`src/rtl/pwf_pkg.sv`:
```
package pwf_pkg;

  // Configuration register indexes
  typedef enum logic [7:0] {
    REG_REFL_LOW   = 8'd0,
    REG_REFL_HIGH  = 8'd1,
    REG_INTEN_LOW  = 8'd2,
    REG_INTEN_HIGH = 8'd3
  } cfg_reg_e;

  // Result kind codes
  typedef enum logic {
    KIND_POINT = 1'b0,
    KIND_BOX   = 1'b1
  } kind_e;

  // Register reset values
  localparam logic [15:0] REFL_LOW_RST   = 16'd50;
  localparam logic [15:0] REFL_HIGH_RST  = 16'd2000;
  localparam logic [15:0] INTEN_LOW_RST  = 16'd50;
  localparam logic [15:0] INTEN_HIGH_RST = 16'd300;

  // Depth of the queue between front and back
  localparam int unsigned Q_DEPTH = 4;

  // Classification carried with each queued item
  typedef struct packed {
    logic pass;
    logic last;
  } pwf_flags_t;

  localparam int unsigned FLAGS_BITS = $bits(pwf_flags_t);

endpackage

```
`src/rtl/pwf_fifo.sv`:
```
module pwf_fifo #(
  parameter int unsigned WIDTH = 8,
  parameter int unsigned DEPTH = 4
) (
  input  logic             clk_i,
  input  logic             rst_ni,
  input  logic             push_i,
  input  logic [WIDTH-1:0] wdata_i,
  output logic             full_o,
  input  logic             pop_i,
  output logic             valid_o,
  output logic [WIDTH-1:0] rdata_o
);

  localparam int unsigned AW = (DEPTH > 1) ? $clog2(DEPTH) : 1;
  localparam int unsigned CW = $clog2(DEPTH + 1);

  logic [WIDTH-1:0] mem_q [DEPTH];
  logic [AW-1:0]    wr_q, wr_d, rd_q, rd_d;
  logic [CW-1:0]    cnt_q, cnt_d;

  assign full_o  = (cnt_q == CW'(DEPTH));
  assign valid_o = (cnt_q != '0);
  assign rdata_o = mem_q[rd_q];

  // pointer and fill count
  always_comb begin
    wr_d  = wr_q;
    rd_d  = rd_q;
    cnt_d = cnt_q;
    if (push_i) begin
      wr_d = (wr_q == AW'(DEPTH - 1)) ? '0 : wr_q + 1'b1;
    end
    if (pop_i) begin
      rd_d = (rd_q == AW'(DEPTH - 1)) ? '0 : rd_q + 1'b1;
    end
    if (push_i && !pop_i) begin
      cnt_d = cnt_q + 1'b1;
    end else if (!push_i && pop_i) begin
      cnt_d = cnt_q - 1'b1;
    end
  end

  always_ff @(posedge clk_i or negedge rst_ni) begin
    if (!rst_ni) begin
      wr_q  <= '0;
      rd_q  <= '0;
      cnt_q <= '0;
    end else begin
      wr_q  <= wr_d;
      rd_q  <= rd_d;
      cnt_q <= cnt_d;
    end
  end

  // storage, no reset
  always_ff @(posedge clk_i) begin
    if (push_i) begin
      mem_q[wr_q] <= wdata_i;
    end
  end

  // a pop from an empty queue means the back end lost track
  a_no_pop_empty: assert property (@(posedge clk_i) disable iff (!rst_ni)
    pop_i |-> valid_o)
    else $error("queue popped while empty");

endmodule

```
`src/rtl/pwf_front.sv`:
```
module pwf_front #(
  parameter int unsigned COORD_BITS = 32
) (
  input  logic                          clk_i,
  input  logic                          rst_ni,
  input  logic                          in_valid_i,
  output logic                          in_stall_o,
  input  logic signed [31:0]            px_i,
  input  logic signed [31:0]            py_i,
  input  logic signed [31:0]            pz_i,
  input  logic [15:0]                   inten_i,
  input  logic [15:0]                   refl_i,
  input  logic                          frame_end_i,
  input  logic                          cfg_valid_i,
  output logic                          cfg_ready_o,
  input  logic [7:0]                    cfg_addr_i,
  input  logic [15:0]                   cfg_data_i,
  input  logic                          q_full_i,
  output logic                          q_push_o,
  output logic signed [COORD_BITS-1:0]  ent_x_o,
  output logic signed [COORD_BITS-1:0]  ent_y_o,
  output logic signed [COORD_BITS-1:0]  ent_z_o,
  output logic [15:0]                   ent_inten_o,
  output logic [15:0]                   ent_refl_o,
  output pwf_pkg::pwf_flags_t           ent_flags_o
);

  import pwf_pkg::*;

  localparam int unsigned CB = COORD_BITS;
  localparam logic signed [CB-1:0] C_MAX = {1'b0, {(CB-1){1'b1}}};
  localparam logic signed [CB-1:0] C_MIN = {1'b1, {(CB-1){1'b0}}};
  localparam logic signed [31:0]   LIM_MAX = 32'(C_MAX);
  localparam logic signed [31:0]   LIM_MIN = 32'(C_MIN);

  logic [15:0] refl_low_q, refl_high_q, inten_low_q, inten_high_q;
  logic signed [CB-1:0] zr;
  logic pass;

  // fit a 32-bit coordinate into the internal width, saturating when narrower
  function automatic logic signed [CB-1:0] fit_in(input logic signed [31:0] v);
    if (CB < 32 && v > LIM_MAX) return C_MAX;
    if (CB < 32 && v < LIM_MIN) return C_MIN;
    return CB'(v);
  endfunction

  // configuration registers
  assign cfg_ready_o = 1'b1;

  always_ff @(posedge clk_i or negedge rst_ni) begin
    if (!rst_ni) begin
      refl_low_q   <= REFL_LOW_RST;
      refl_high_q  <= REFL_HIGH_RST;
      inten_low_q  <= INTEN_LOW_RST;
      inten_high_q <= INTEN_HIGH_RST;
    end else if (cfg_valid_i) begin
      case (cfg_addr_i)
        REG_REFL_LOW:   refl_low_q   <= cfg_data_i;
        REG_REFL_HIGH:  refl_high_q  <= cfg_data_i;
        REG_INTEN_LOW:  inten_low_q  <= cfg_data_i;
        REG_INTEN_HIGH: inten_high_q <= cfg_data_i;
        default: ;
      endcase
    end
  end

  // coordinates: saturate in, z negated with the bottom value clipped
  always_comb begin
    ent_x_o = fit_in(px_i);
    ent_y_o = fit_in(py_i);
    zr      = fit_in(pz_i);
    ent_z_o = (zr == C_MIN) ? C_MAX : -zr;
  end

  // window test
  assign pass = (refl_i > refl_low_q) && (refl_i < refl_high_q) &&
                (inten_i >= inten_low_q) && (inten_i <= inten_high_q);

  assign ent_inten_o      = inten_i;
  assign ent_refl_o       = refl_i;
  assign ent_flags_o.pass = pass;
  assign ent_flags_o.last = frame_end_i;

  // items that give no result are dropped here
  assign in_stall_o = q_full_i;
  assign q_push_o   = in_valid_i && !q_full_i && (pass || frame_end_i);

endmodule

```
`src/rtl/pwf_back.sv`:
```
module pwf_back #(
  parameter int unsigned COORD_BITS = 32
) (
  input  logic                          clk_i,
  input  logic                          rst_ni,
  input  logic                          ent_valid_i,
  input  logic signed [COORD_BITS-1:0]  ent_x_i,
  input  logic signed [COORD_BITS-1:0]  ent_y_i,
  input  logic signed [COORD_BITS-1:0]  ent_z_i,
  input  logic [15:0]                   ent_inten_i,
  input  logic [15:0]                   ent_refl_i,
  input  pwf_pkg::pwf_flags_t           ent_flags_i,
  output logic                          ent_pop_o,
  output logic                          out_valid_o,
  input  logic                          out_stall_i,
  output logic                          kind_o,
  output logic signed [31:0]            ox_o,
  output logic signed [31:0]            oy_o,
  output logic signed [31:0]            oz_o,
  output logic [15:0]                   o_inten_o,
  output logic [15:0]                   o_refl_o,
  output logic [30:0]                   half_x_o,
  output logic [30:0]                   half_y_o,
  output logic [30:0]                   half_z_o,
  output logic                          box_empty_o,
  output logic                          out_last_o
);

  import pwf_pkg::*;

  localparam int unsigned CB = COORD_BITS;
  localparam logic signed [CB-1:0] C_MAX = {1'b0, {(CB-1){1'b1}}};
  localparam logic signed [CB-1:0] C_MIN = {1'b1, {(CB-1){1'b0}}};
  localparam logic signed [31:0]   O_MAX = 32'sh7FFF_FFFF;
  localparam logic signed [31:0]   O_MIN = 32'sh8000_0000;

  // running extremes per axis: 0 x, 1 y, 2 z
  logic signed [CB-1:0] lo_q [3];
  logic signed [CB-1:0] lo_d [3];
  logic signed [CB-1:0] hi_q [3];
  logic signed [CB-1:0] hi_d [3];
  logic signed [CB-1:0] pt [3];
  logic                 any_q, any_d;
  logic                 phase_q, phase_d;   // point sent, box of same item pending

  // box arithmetic per axis
  logic signed [CB:0]   sum [3];
  logic [CB:0]          diff [3];
  logic [31:0]          ctr [3];
  logic [30:0]          half [3];

  logic load, go, emit_pt, emit_box;

  // output register
  logic        out_valid_q, out_valid_d;
  kind_e       kind_q;
  logic [31:0] ox_q, oy_q, oz_q;
  logic [15:0] inten_q, refl_q;
  logic [30:0] hx_q, hy_q, hz_q;
  logic        empty_q, last_q;

  function automatic logic [31:0] sat32(input logic signed [CB-1:0] v);
    if (v > O_MAX) return O_MAX;
    if (v < O_MIN) return O_MIN;
    return 32'(v);
  endfunction

  function automatic logic [30:0] sat31(input logic [CB-1:0] h);
    if (h > 31'h7FFF_FFFF) return 31'h7FFF_FFFF;
    return 31'(h);
  endfunction

  assign pt[0] = ent_x_i;
  assign pt[1] = ent_y_i;
  assign pt[2] = ent_z_i;

  // centre and half size, floored, from the stored extremes
  always_comb begin
    for (int a = 0; a < 3; a++) begin
      sum[a]  = {lo_q[a][CB-1], lo_q[a]} + {hi_q[a][CB-1], hi_q[a]};
      diff[a] = {hi_q[a][CB-1], hi_q[a]} - {lo_q[a][CB-1], lo_q[a]};
      ctr[a]  = sat32(sum[a][CB:1]);
      half[a] = sat31(diff[a][CB:1]);
    end
  end

  // sequencing of one queued item into one or two results
  always_comb begin
    load     = !out_valid_q || !out_stall_i;
    go       = ent_valid_i && load;
    emit_pt  = go && ent_flags_i.pass && !phase_q;
    emit_box = go && !emit_pt && ent_flags_i.last;
    ent_pop_o = go && !(emit_pt && ent_flags_i.last);

    phase_d = phase_q;
    if (emit_pt && ent_flags_i.last) begin
      phase_d = 1'b1;
    end else if (emit_box) begin
      phase_d = 1'b0;
    end

    out_valid_d = load ? (emit_pt || emit_box) : out_valid_q;

    any_d = any_q;
    for (int a = 0; a < 3; a++) begin
      lo_d[a] = lo_q[a];
      hi_d[a] = hi_q[a];
    end
    if (emit_pt) begin
      any_d = 1'b1;
      for (int a = 0; a < 3; a++) begin
        if (pt[a] < lo_q[a]) lo_d[a] = pt[a];
        if (pt[a] > hi_q[a]) hi_d[a] = pt[a];
      end
    end else if (emit_box) begin
      any_d = 1'b0;
      for (int a = 0; a < 3; a++) begin
        lo_d[a] = C_MAX;
        hi_d[a] = C_MIN;
      end
    end
  end

  always_ff @(posedge clk_i or negedge rst_ni) begin
    if (!rst_ni) begin
      out_valid_q <= 1'b0;
      phase_q     <= 1'b0;
      any_q       <= 1'b0;
      for (int a = 0; a < 3; a++) begin
        lo_q[a] <= C_MAX;
        hi_q[a] <= C_MIN;
      end
    end else begin
      out_valid_q <= out_valid_d;
      phase_q     <= phase_d;
      any_q       <= any_d;
      for (int a = 0; a < 3; a++) begin
        lo_q[a] <= lo_d[a];
        hi_q[a] <= hi_d[a];
      end
    end
  end

  // result payload
  always_ff @(posedge clk_i) begin
    if (emit_pt) begin
      kind_q  <= KIND_POINT;
      ox_q    <= sat32(ent_x_i);
      oy_q    <= sat32(ent_y_i);
      oz_q    <= sat32(ent_z_i);
      inten_q <= ent_inten_i;
      refl_q  <= ent_refl_i;
      hx_q    <= '0;
      hy_q    <= '0;
      hz_q    <= '0;
      empty_q <= 1'b0;
      last_q  <= 1'b0;
    end else if (emit_box) begin
      kind_q  <= KIND_BOX;
      ox_q    <= any_q ? ctr[0] : '0;
      oy_q    <= any_q ? ctr[1] : '0;
      oz_q    <= any_q ? ctr[2] : '0;
      inten_q <= '0;
      refl_q  <= '0;
      hx_q    <= any_q ? half[0] : '0;
      hy_q    <= any_q ? half[1] : '0;
      hz_q    <= any_q ? half[2] : '0;
      empty_q <= !any_q;
      last_q  <= 1'b1;
    end
  end

  assign out_valid_o = out_valid_q;
  assign kind_o      = kind_q;
  assign ox_o        = ox_q;
  assign oy_o        = oy_q;
  assign oz_o        = oz_q;
  assign o_inten_o   = inten_q;
  assign o_refl_o    = refl_q;
  assign half_x_o    = hx_q;
  assign half_y_o    = hy_q;
  assign half_z_o    = hz_q;
  assign box_empty_o = empty_q;
  assign out_last_o  = last_q;

  // a pending box always belongs to the passing last point still at the head
  a_phase_head: assert property (@(posedge clk_i) disable iff (!rst_ni)
    phase_q |-> (ent_valid_i && ent_flags_i.pass && ent_flags_i.last))
    else $error("pending box without its item at the queue head");

  // once a point has passed, the extremes are ordered on every axis
  a_ordered: assert property (@(posedge clk_i) disable iff (!rst_ni)
    any_q |-> (lo_q[0] <= hi_q[0] && lo_q[1] <= hi_q[1] && lo_q[2] <= hi_q[2]))
    else $error("box extremes out of order");

  // an empty box carries no geometry
  a_empty_zero: assert property (@(posedge clk_i) disable iff (!rst_ni)
    (out_valid_q && empty_q) |->
      (last_q && hx_q == '0 && hy_q == '0 && hz_q == '0 && ox_q == '0))
    else $error("empty box with non-zero fields");

endmodule

```
`src/rtl/point_window_filter_bbox.sv`:
```
// Point window filter with per-frame bounding box.
//
// Input channel (in_valid_i / in_stall_o): one lidar point per item, Q16.16
// coordinates, intensity, reflectivity and a frame_end mark. A point inside
// the reflectivity and intensity windows is emitted as a point result and
// widens the running box. The frame_end item also yields a box result
// (centre, half extents, empty flag), after its own point result if any.
// Output channel (out_valid_o / out_stall_i): one result per item moved.
// Configuration (cfg_valid_i / cfg_ready_o): always ready, index 0..3 picks
// the limit register, other indexes are ignored; write only while idle.
// An accepted item passes through the queue and then the output register;
// the box of a passing last point is the result right after its point result.
// The single-result output register takes one result per cycle while
// out_stall_i is low; a passing last point holds the queue head until its box is loaded.
// A four-entry queue separates classification from the box logic, so a
// stalled receiver backs up the queue before in_stall_o rises.
// Reset: limits return to their defaults, the box extremes are cleared and
// queue and output register are empty.
module point_window_filter_bbox #(
  parameter int unsigned COORD_BITS = 32
) (
  input  logic               clk_i,
  input  logic               rst_ni,
  input  logic               in_valid_i,
  output logic               in_stall_o,
  input  logic signed [31:0] px_i,
  input  logic signed [31:0] py_i,
  input  logic signed [31:0] pz_i,
  input  logic [15:0]        inten_i,
  input  logic [15:0]        refl_i,
  input  logic               frame_end_i,
  output logic               out_valid_o,
  input  logic               out_stall_i,
  output logic               kind_o,
  output logic signed [31:0] ox_o,
  output logic signed [31:0] oy_o,
  output logic signed [31:0] oz_o,
  output logic [15:0]        o_inten_o,
  output logic [15:0]        o_refl_o,
  output logic [30:0]        half_x_o,
  output logic [30:0]        half_y_o,
  output logic [30:0]        half_z_o,
  output logic               box_empty_o,
  output logic               out_last_o,
  input  logic               cfg_valid_i,
  output logic               cfg_ready_o,
  input  logic [7:0]         cfg_addr_i,
  input  logic [15:0]        cfg_data_i
);

  import pwf_pkg::*;

  localparam int unsigned CB = COORD_BITS;
  localparam int unsigned QW = 3 * CB + 32 + FLAGS_BITS;

  logic                 q_full, q_push, q_pop, q_valid;
  logic [QW-1:0]        q_wdata, q_rdata;
  logic signed [CB-1:0] f_x, f_y, f_z, b_x, b_y, b_z;
  logic [15:0]          f_inten, f_refl, b_inten, b_refl;
  pwf_flags_t           f_flags, b_flags;

  // classification and config
  pwf_front #(.COORD_BITS(COORD_BITS)) u_front (
    .clk_i       (clk_i),
    .rst_ni      (rst_ni),
    .in_valid_i  (in_valid_i),
    .in_stall_o  (in_stall_o),
    .px_i        (px_i),
    .py_i        (py_i),
    .pz_i        (pz_i),
    .inten_i     (inten_i),
    .refl_i      (refl_i),
    .frame_end_i (frame_end_i),
    .cfg_valid_i (cfg_valid_i),
    .cfg_ready_o (cfg_ready_o),
    .cfg_addr_i  (cfg_addr_i),
    .cfg_data_i  (cfg_data_i),
    .q_full_i    (q_full),
    .q_push_o    (q_push),
    .ent_x_o     (f_x),
    .ent_y_o     (f_y),
    .ent_z_o     (f_z),
    .ent_inten_o (f_inten),
    .ent_refl_o  (f_refl),
    .ent_flags_o (f_flags)
  );

  // queue between front and back
  assign q_wdata = {f_x, f_y, f_z, f_inten, f_refl, f_flags};
  assign {b_x, b_y, b_z, b_inten, b_refl, b_flags} = q_rdata;

  pwf_fifo #(.WIDTH(QW), .DEPTH(Q_DEPTH)) u_queue (
    .clk_i   (clk_i),
    .rst_ni  (rst_ni),
    .push_i  (q_push),
    .wdata_i (q_wdata),
    .full_o  (q_full),
    .pop_i   (q_pop),
    .valid_o (q_valid),
    .rdata_o (q_rdata)
  );

  // extremes, box and output register
  pwf_back #(.COORD_BITS(COORD_BITS)) u_back (
    .clk_i       (clk_i),
    .rst_ni      (rst_ni),
    .ent_valid_i (q_valid),
    .ent_x_i     (b_x),
    .ent_y_i     (b_y),
    .ent_z_i     (b_z),
    .ent_inten_i (b_inten),
    .ent_refl_i  (b_refl),
    .ent_flags_i (b_flags),
    .ent_pop_o   (q_pop),
    .out_valid_o (out_valid_o),
    .out_stall_i (out_stall_i),
    .kind_o      (kind_o),
    .ox_o        (ox_o),
    .oy_o        (oy_o),
    .oz_o        (oz_o),
    .o_inten_o   (o_inten_o),
    .o_refl_o    (o_refl_o),
    .half_x_o    (half_x_o),
    .half_y_o    (half_y_o),
    .half_z_o    (half_z_o),
    .box_empty_o (box_empty_o),
    .out_last_o  (out_last_o)
  );

endmodule

```
`config.mk`:
```
export PLATFORM = sky130hd
export DESIGN_NAME = point_window_filter_bbox
export DESIGN_NICKNAME = d
export VERILOG_FILES = /design/src/rtl/pwf_pkg.sv /design/src/rtl/pwf_fifo.sv /design/src/rtl/pwf_front.sv /design/src/rtl/pwf_back.sv /design/src/rtl/point_window_filter_bbox.sv
export SDC_FILE = /design/constraint.sdc
export NUM_CORES = 2
export LEC_CHECK = 0
export BUFFER_PORTS_ARGS = -buffer_cell sky130_fd_sc_hd__buf_2
export CAP_MARGIN = 0
export CORE_MARGIN = 10
export CORE_UTILIZATION = 60
export DETAILED_ROUTE_END_ITERATION = 12
export PLACE_DENSITY_LB_ADDON = 0.2
export SKIP_LAST_GASP = 1
export SYNTH_ARGS = -nofsm -noshare
export SYNTH_HDL_FRONTEND = slang
export SYNTH_HIERARCHICAL = 1
export SYNTH_SLANG_ARGS = --single-unit
```
`constraint.sdc`:
```
create_clock -name clk_i -period 7.77 [get_ports clk_i]
set_input_delay 1.1655 -clock clk_i [delete_from_list [all_inputs] [get_ports clk_i]]
set_output_delay 1.1655 -clock clk_i [all_outputs]
set_load 0.03 [all_outputs]
```
After elaboration in Yosys (flattened, before gate mapping). Memories as Yosys holds them, arrays and structs flattened. Index checks and enable logic that the tools add are counted.

Register bits: 489. Bits in writable memories: 520. Input port bits: 158. Memories: 1.

Add/sub/neg operators: 11. Order comparisons: 25. Eq/ne operators: 13. Muxes and demuxes: 92. Reductions and logical operators: 41.

Memory list: u_queue.mem_q (depth 4, width 130, rd ports 1, clocked after Yosys merged registers in 0, wr ports 1, line pwf_fifo.sv:18) `logic [WIDTH-1:0] mem_q [DEPTH];`.

Operators with widths (number): $mux 32 (40); $mux 96 (4); $mux 31 (9); $gt 32x32->1 const B (6); $lt 32x32->1 const B (6); $add 32x32->33 (3); $sub 32x32->33 (3); $gt 32x31->1 const B (3); $gt 32x32->1 (3); $lt 32x32->1 (3); $mux 16 (3); $eq 32x32->1 const B (1); $mux 1 (32); $neg 32->32 (1); $reduce_and 2->1 (10); $eq 8x2->1 const B (2); $ge 16x16->1 (1); $gt 16x16->1 (1); $le 16x16->1 (1); $lt 16x16->1 (1); $logic_and 1x1->1 (14); $ne 2x2->1 const B (6); $logic_not 1->1 (9); $eq 8x1->1 const B (1); 11 further kinds (19).

Depth between registers and ports, before layout.
Depth in word-level cells: 11. Mapped depth: 17. Mapped depth without buffers: 14.

By module. The synthesis kept the hierarchy.

Modules (own cells, without submodules): pwf_back (times used 1, cells an instance 3526, area each 30704.4 um^2); pwf_fifo (times used 1, cells an instance 717, area each 19165.9 um^2); pwf_front (times used 1, cells an instance 595, area each 5461.5 um^2).

Worst setup path after synthesis. Ideal clock, no wire load.

Path kind: input to register. Start point: input refl_i[15]. End point: memory u_queue/mem_q[1][0] in the netlist's numbering (enable). Library setup time: 0.504 ns. Arrival time: 6.502 ns. Slack: 0.764 ns. Stages on the path: 8. Path buffers: 0. Cell sequence: ha_1 nand4_1 or2_2 a211oi_1 nor4b_1 or4b_2 o41ai_1 and2_1.

Longest elaborated chain between the ends: 8. Elaborated cells on any way between the ends: 9. Those cells by class: order compare (2); mux (2); reduce/logical (5).

Ends and longest elaborated chain: start, declared (line point_window_filter_bbox.sv:30) `input logic [15:0] refl_i,`; $gt 16x16->1 / $lt 16x16->1 (equally long branches) (line pwf_front.sv:76) `assign pass = (refl_i > refl_low_q) && (refl_i < refl_high_q) &&`; $logic_and 1x1->1 * (2 in series) (line pwf_front.sv:76); $logic_and 1x1->1 * (line pwf_front.sv:77) `(inten_i >= inten_low_q) && (inten_i <= inten_high_q);`; $logic_or 1x1->1 * (line pwf_front.sv:86) `assign q_push_o = in_valid_i && !q_full_i && (pass || frame_end_i);`; $logic_and 1x1->1 * (line pwf_front.sv:86); net q_push (line point_window_filter_bbox.sv:56) `logic q_full, q_push, q_pop, q_valid;`; $mux 1 * (line pwf_fifo.sv:58) `if (push_i) begin`; $mux 1 (implied by the code) * (line pwf_fifo.sv:59) `mem_q[wr_q] <= wdata_i;`; end, declared (line pwf_fifo.sv:18).

The timed path passes the listed nets; every way through them passes the cells marked *.

Worst setup path in the final report.
Start point: register u_queue.rd_q[0]. End point: register u_back/lo_q[32] in the netlist's numbering.

Elaborated cells on any way between the ends: 12. Those cells by class: order compare (1); eq/ne (1); mux (2); reduce/logical (7); memory (1).

RTL lines: start, declared (line pwf_fifo.sv:19) `logic [AW-1:0] wr_q, wr_d, rd_q, rd_d;`; start signal, assigned (line pwf_fifo.sv:51) `rd_q <= rd_d;`; $mem_v2 4x130; net q_rdata[83] (line point_window_filter_bbox.sv:57) `logic [QW-1:0] q_wdata, q_rdata;`; $lt 32x32->1 (line pwf_back.sv:112) `if (pt[a] < lo_q[a]) lo_d[a] = pt[a];`; $ne 2x2->1 (no line); $reduce_and 2->1 (no line); end signal, assigned by index (line pwf_back.sv:138) `lo_q[a] <= lo_d[a];`; end, declared (line pwf_back.sv:38) `logic signed [CB-1:0] lo_q [3];`.

The timed path passes the listed nets, and every way through them passes these cells. The select of a mux whose other input is x is not followed. A chain may end at the register's enable or synchronous reset.

==> results by group <==
Setup path
  – Crit start category: flop
  – Crit path DAT: 5920 ps
  – Critical-path maximum fanout: 64
  – Critical Path End Type: flop
  – Reg-to-reg startpoint: u_queue/rd_q[0]$_DFFE_PN0P_
  – R2r endpoint: u_back/lo_q[32]$_DFFE_PN1P_
  – Flop2flop setup slack: 2470 ps
  – Worst path required time: 8390 ps
  – R2R cell count: 14
  – Path type of the worst setup path: reg2reg

CTS
  – Cts repair resizes: 0
  – # clock sinks: 1009
  – Clock-pin transition on the worst setup and hold timing paths: 70 ps
  – Clock Tree Root: clkbuf_16
  – TritonCTS clock tree: built
  – Clock buffer depth: 3
  – H-tree depth: 3
  – Post-CTS Setup Bufs: 0
  – # hold bufs at CTS: 0
  – Num CTS Buffers: 104
  – Worst skew pair latency: 730 ps

Synthesis
  – Syn Inst Count: 4838
  – Syn nets: 5448
  – Ys async rst share: 26.4%
  – Primary FF master, synth: edfxtp_1
  – Post-synthesis area per instance: 11.4 um^2
  – Number of synthesized flops with an enable pin: 648
  – Yosys cell types: 107
  – Register area share after synthesis: 50.9%
  – Post-Synthesis Cell Area: 0.0553 mm^2
  – Warnings from Yosys: 6
  – Post-synthesis register bit count: 1009

Place
  – DP Wirelength: 106000 um
  – Place WS: 2370 ps
  – RD Place Congestion: 0.940
  – IO buf count: 383

STA
  – # setup viols final: 0
  – Final hold violation count: 0
  – WHS: 400 ps
  – Period Utilization, post-route: 68.3%
  – Sum of negative setup slack: 0 ps
  – Setup Skew: 52.2 ps
  – Slew margin rel.: 20.5%
  – Fmax: 0.189 GHz
  – Max Slew Vio Count: 0
  – Fin crit period: 5300 ps
  – Setup ws final: 2470 ps
  – Least-Margin Pin Slew: 1190 ps
  – RSZ-0062 raised after global routing: no

Global routing
  – Vias in the first global route: 38865
  – GRT Util Overall: 27.9%
  – Largest net degree at the start of global routing: 127
  – Total grt overflow: 0
  – First-pass GRT wire length: 228000 um
  – Initial antenna violation count: 31

Power
  – PD cells: 422 mW/mm^2
  – VDD IR max: 379 uV
  – Leakage: 25.6 nW

Routing
  – Vias: 38976
  – Drc violations: 0
  – WL final: 149000 um
  – Wire per inst: 23.5 um
  – Vias per inst: 6.16
  – 1st-pass router iterations: 6
  – Initial DRC count: 3880
  – ANT nets after route: 0

Floorplanning
  – Core area: 0.0915 mm^2
  – # rows: 111
  – Die Ht: 324 um
  – Die area: 0.105 mm^2
  – Initial core utilization: 60.5%
  – Die width: 324 um
  – Boundary Pins: 385

Final layout
  – Post-layout net count: 5651
  – Share of cells above drive strength 1: 18.3%
  – Layout area overhead: 10.4%

Run
  – Max Cap Viol: 0

Hold path
  – Worst Hold Class: in2async

Outcome
  – Run status: finished clean
-- final cells by class --
cell class                      count  area [um^2]
Timing Repair Buffer              425         2290
Fill cell                        6865        30400
Clock buffer                      136         2840
Tap cell                         1186         1480
Multi-Input combinational cell   3153        24200
Antenna cell                       13         32.5
Inverter                          348         1310
Sequential cell                  1009        28200
Clock inverter                     62          787
-- Yosys cell counts, types with 112 or more instances --
master,count,area [um^2]
edfxtp_1,648,19500
nand2_1,508,1910
ha_1,445,5570
inv_1,344,1290
o21ai_0,277,1390
a21oi_1,260,1300
nor2_1,223,837
clkbuf_1,164,616
xnor2_1,156,1370
dfrtp_1,154,3850
mux4_2,130,2930
a21o_1,115,863
mux2i_1,114,1140
dfstp_2,112,2940
-- metal layers --
metal / global-route usage, % / up-vias / routed length (um)
met5: 0 / - / 184
met3: 6.17 / 251 / 13000
met1: 38.8 / 19293 / 63500
met2: 44.0 / 1504 / 68100
met4: 8.16 / 30 / 4080
li1: - / 17898 / -
-- worst max path at each step --
stage / startpoint / to / slack, ps
floorplan: refl_i[15] / u_queue/mem_q[1][0]$_DFFE_PP_ / 760
global placement: refl_i[11] / u_queue/mem_q[2][119]$_DFFE_PP_ / 2460
detailed placement: refl_i[11] / u_queue/mem_q[2][119]$_DFFE_PP_ / 2370
CTS: u_queue/rd_q[0]$_DFFE_PN0P_ / u_back/lo_q[32]$_DFFE_PN1P_ / 2470
global route: u_queue/rd_q[0]$_DFFE_PN0P_ / u_back/lo_q[32]$_DFFE_PN1P_ / 1990
finish: u_queue/rd_q[0]$_DFFE_PN0P_ / u_back/lo_q[32]$_DFFE_PN1P_ / 2470
-- per-stage QoR --
stage               util, %  std cells  power [mW]  instance area [um^2]
detailed placement     62.8       6121        20.5                 57400
finish                 66.7       6332        25.8                 61100
global route           66.7       6326        27.3                 61100
floorplan                 -       4838        16.9                 55300
global placement       62.8       6121        20.3                 57400
CTS                    66.7       6319        25.8                 61100
-- cells in the final DEF (no fill, tap or decap), types with 95 or more instances in the layout --
cell         n
a31oi_1    110
inv_1      343
dfstp_2    112
clkbuf_16  106
nor2_1     221
mux4_2     130
mux2i_1    112
a21oi_1    260
a21o_1     115
nand2_1    507
dfxtp_1     95
xnor2_1    156
o21ai_0    277
dfrtp_1    152
ha_1       445
buf_2      382
edfxtp_1   648
-- cell families after synthesis --
logic type	Yosys count	synth area share, %
buffers and inverters	676	5.56
and+or+nand+nor	1206	10.5
muxes	296	8.41
DFF	1009	50.9
AOI/OAI and AO/OA	1013	11.4
adders and majority gates	452	10.3
other	1	0.00678
xor gates and xnor gates	185	2.93
-- sequential cells by signal, indices dropped and copies added, names as in the netlist, 31 cells and up --
signal and count:
u_back/lo_q 96, u_queue/mem_q 520, u_back/ox_o 32, u_back/half_z_o 31
u_back/oy_o 32, u_back/oz_o 32, u_back/hi_q 96, u_back/half_y_o 31
u_back/half_x_o 31
-- worst max-delay path, cell delays in order (launching register included) --
cell       delay, ps
dfrtp_4         1060
buf_4            530
mux4_2           630
ha_1             330
o21a_1           120
o21a_1           100
o21ai_0           90
a2111oi_0        850
nand2_1          110
o211ai_1         140
a31oi_1          100
mux2i_4          200
buf_4            560
o21ai_0          180
o21ai_0          110
-- report_power, final --
group / total, mW / internal [mW] / switching (mW)
combinational: 12.6 / 4.33 / 8.23
clock: 5.20 / 3.01 / 2.19
sequential: 8.02 / 7.32 / 0.697
(Power assumes the default switching activity.)
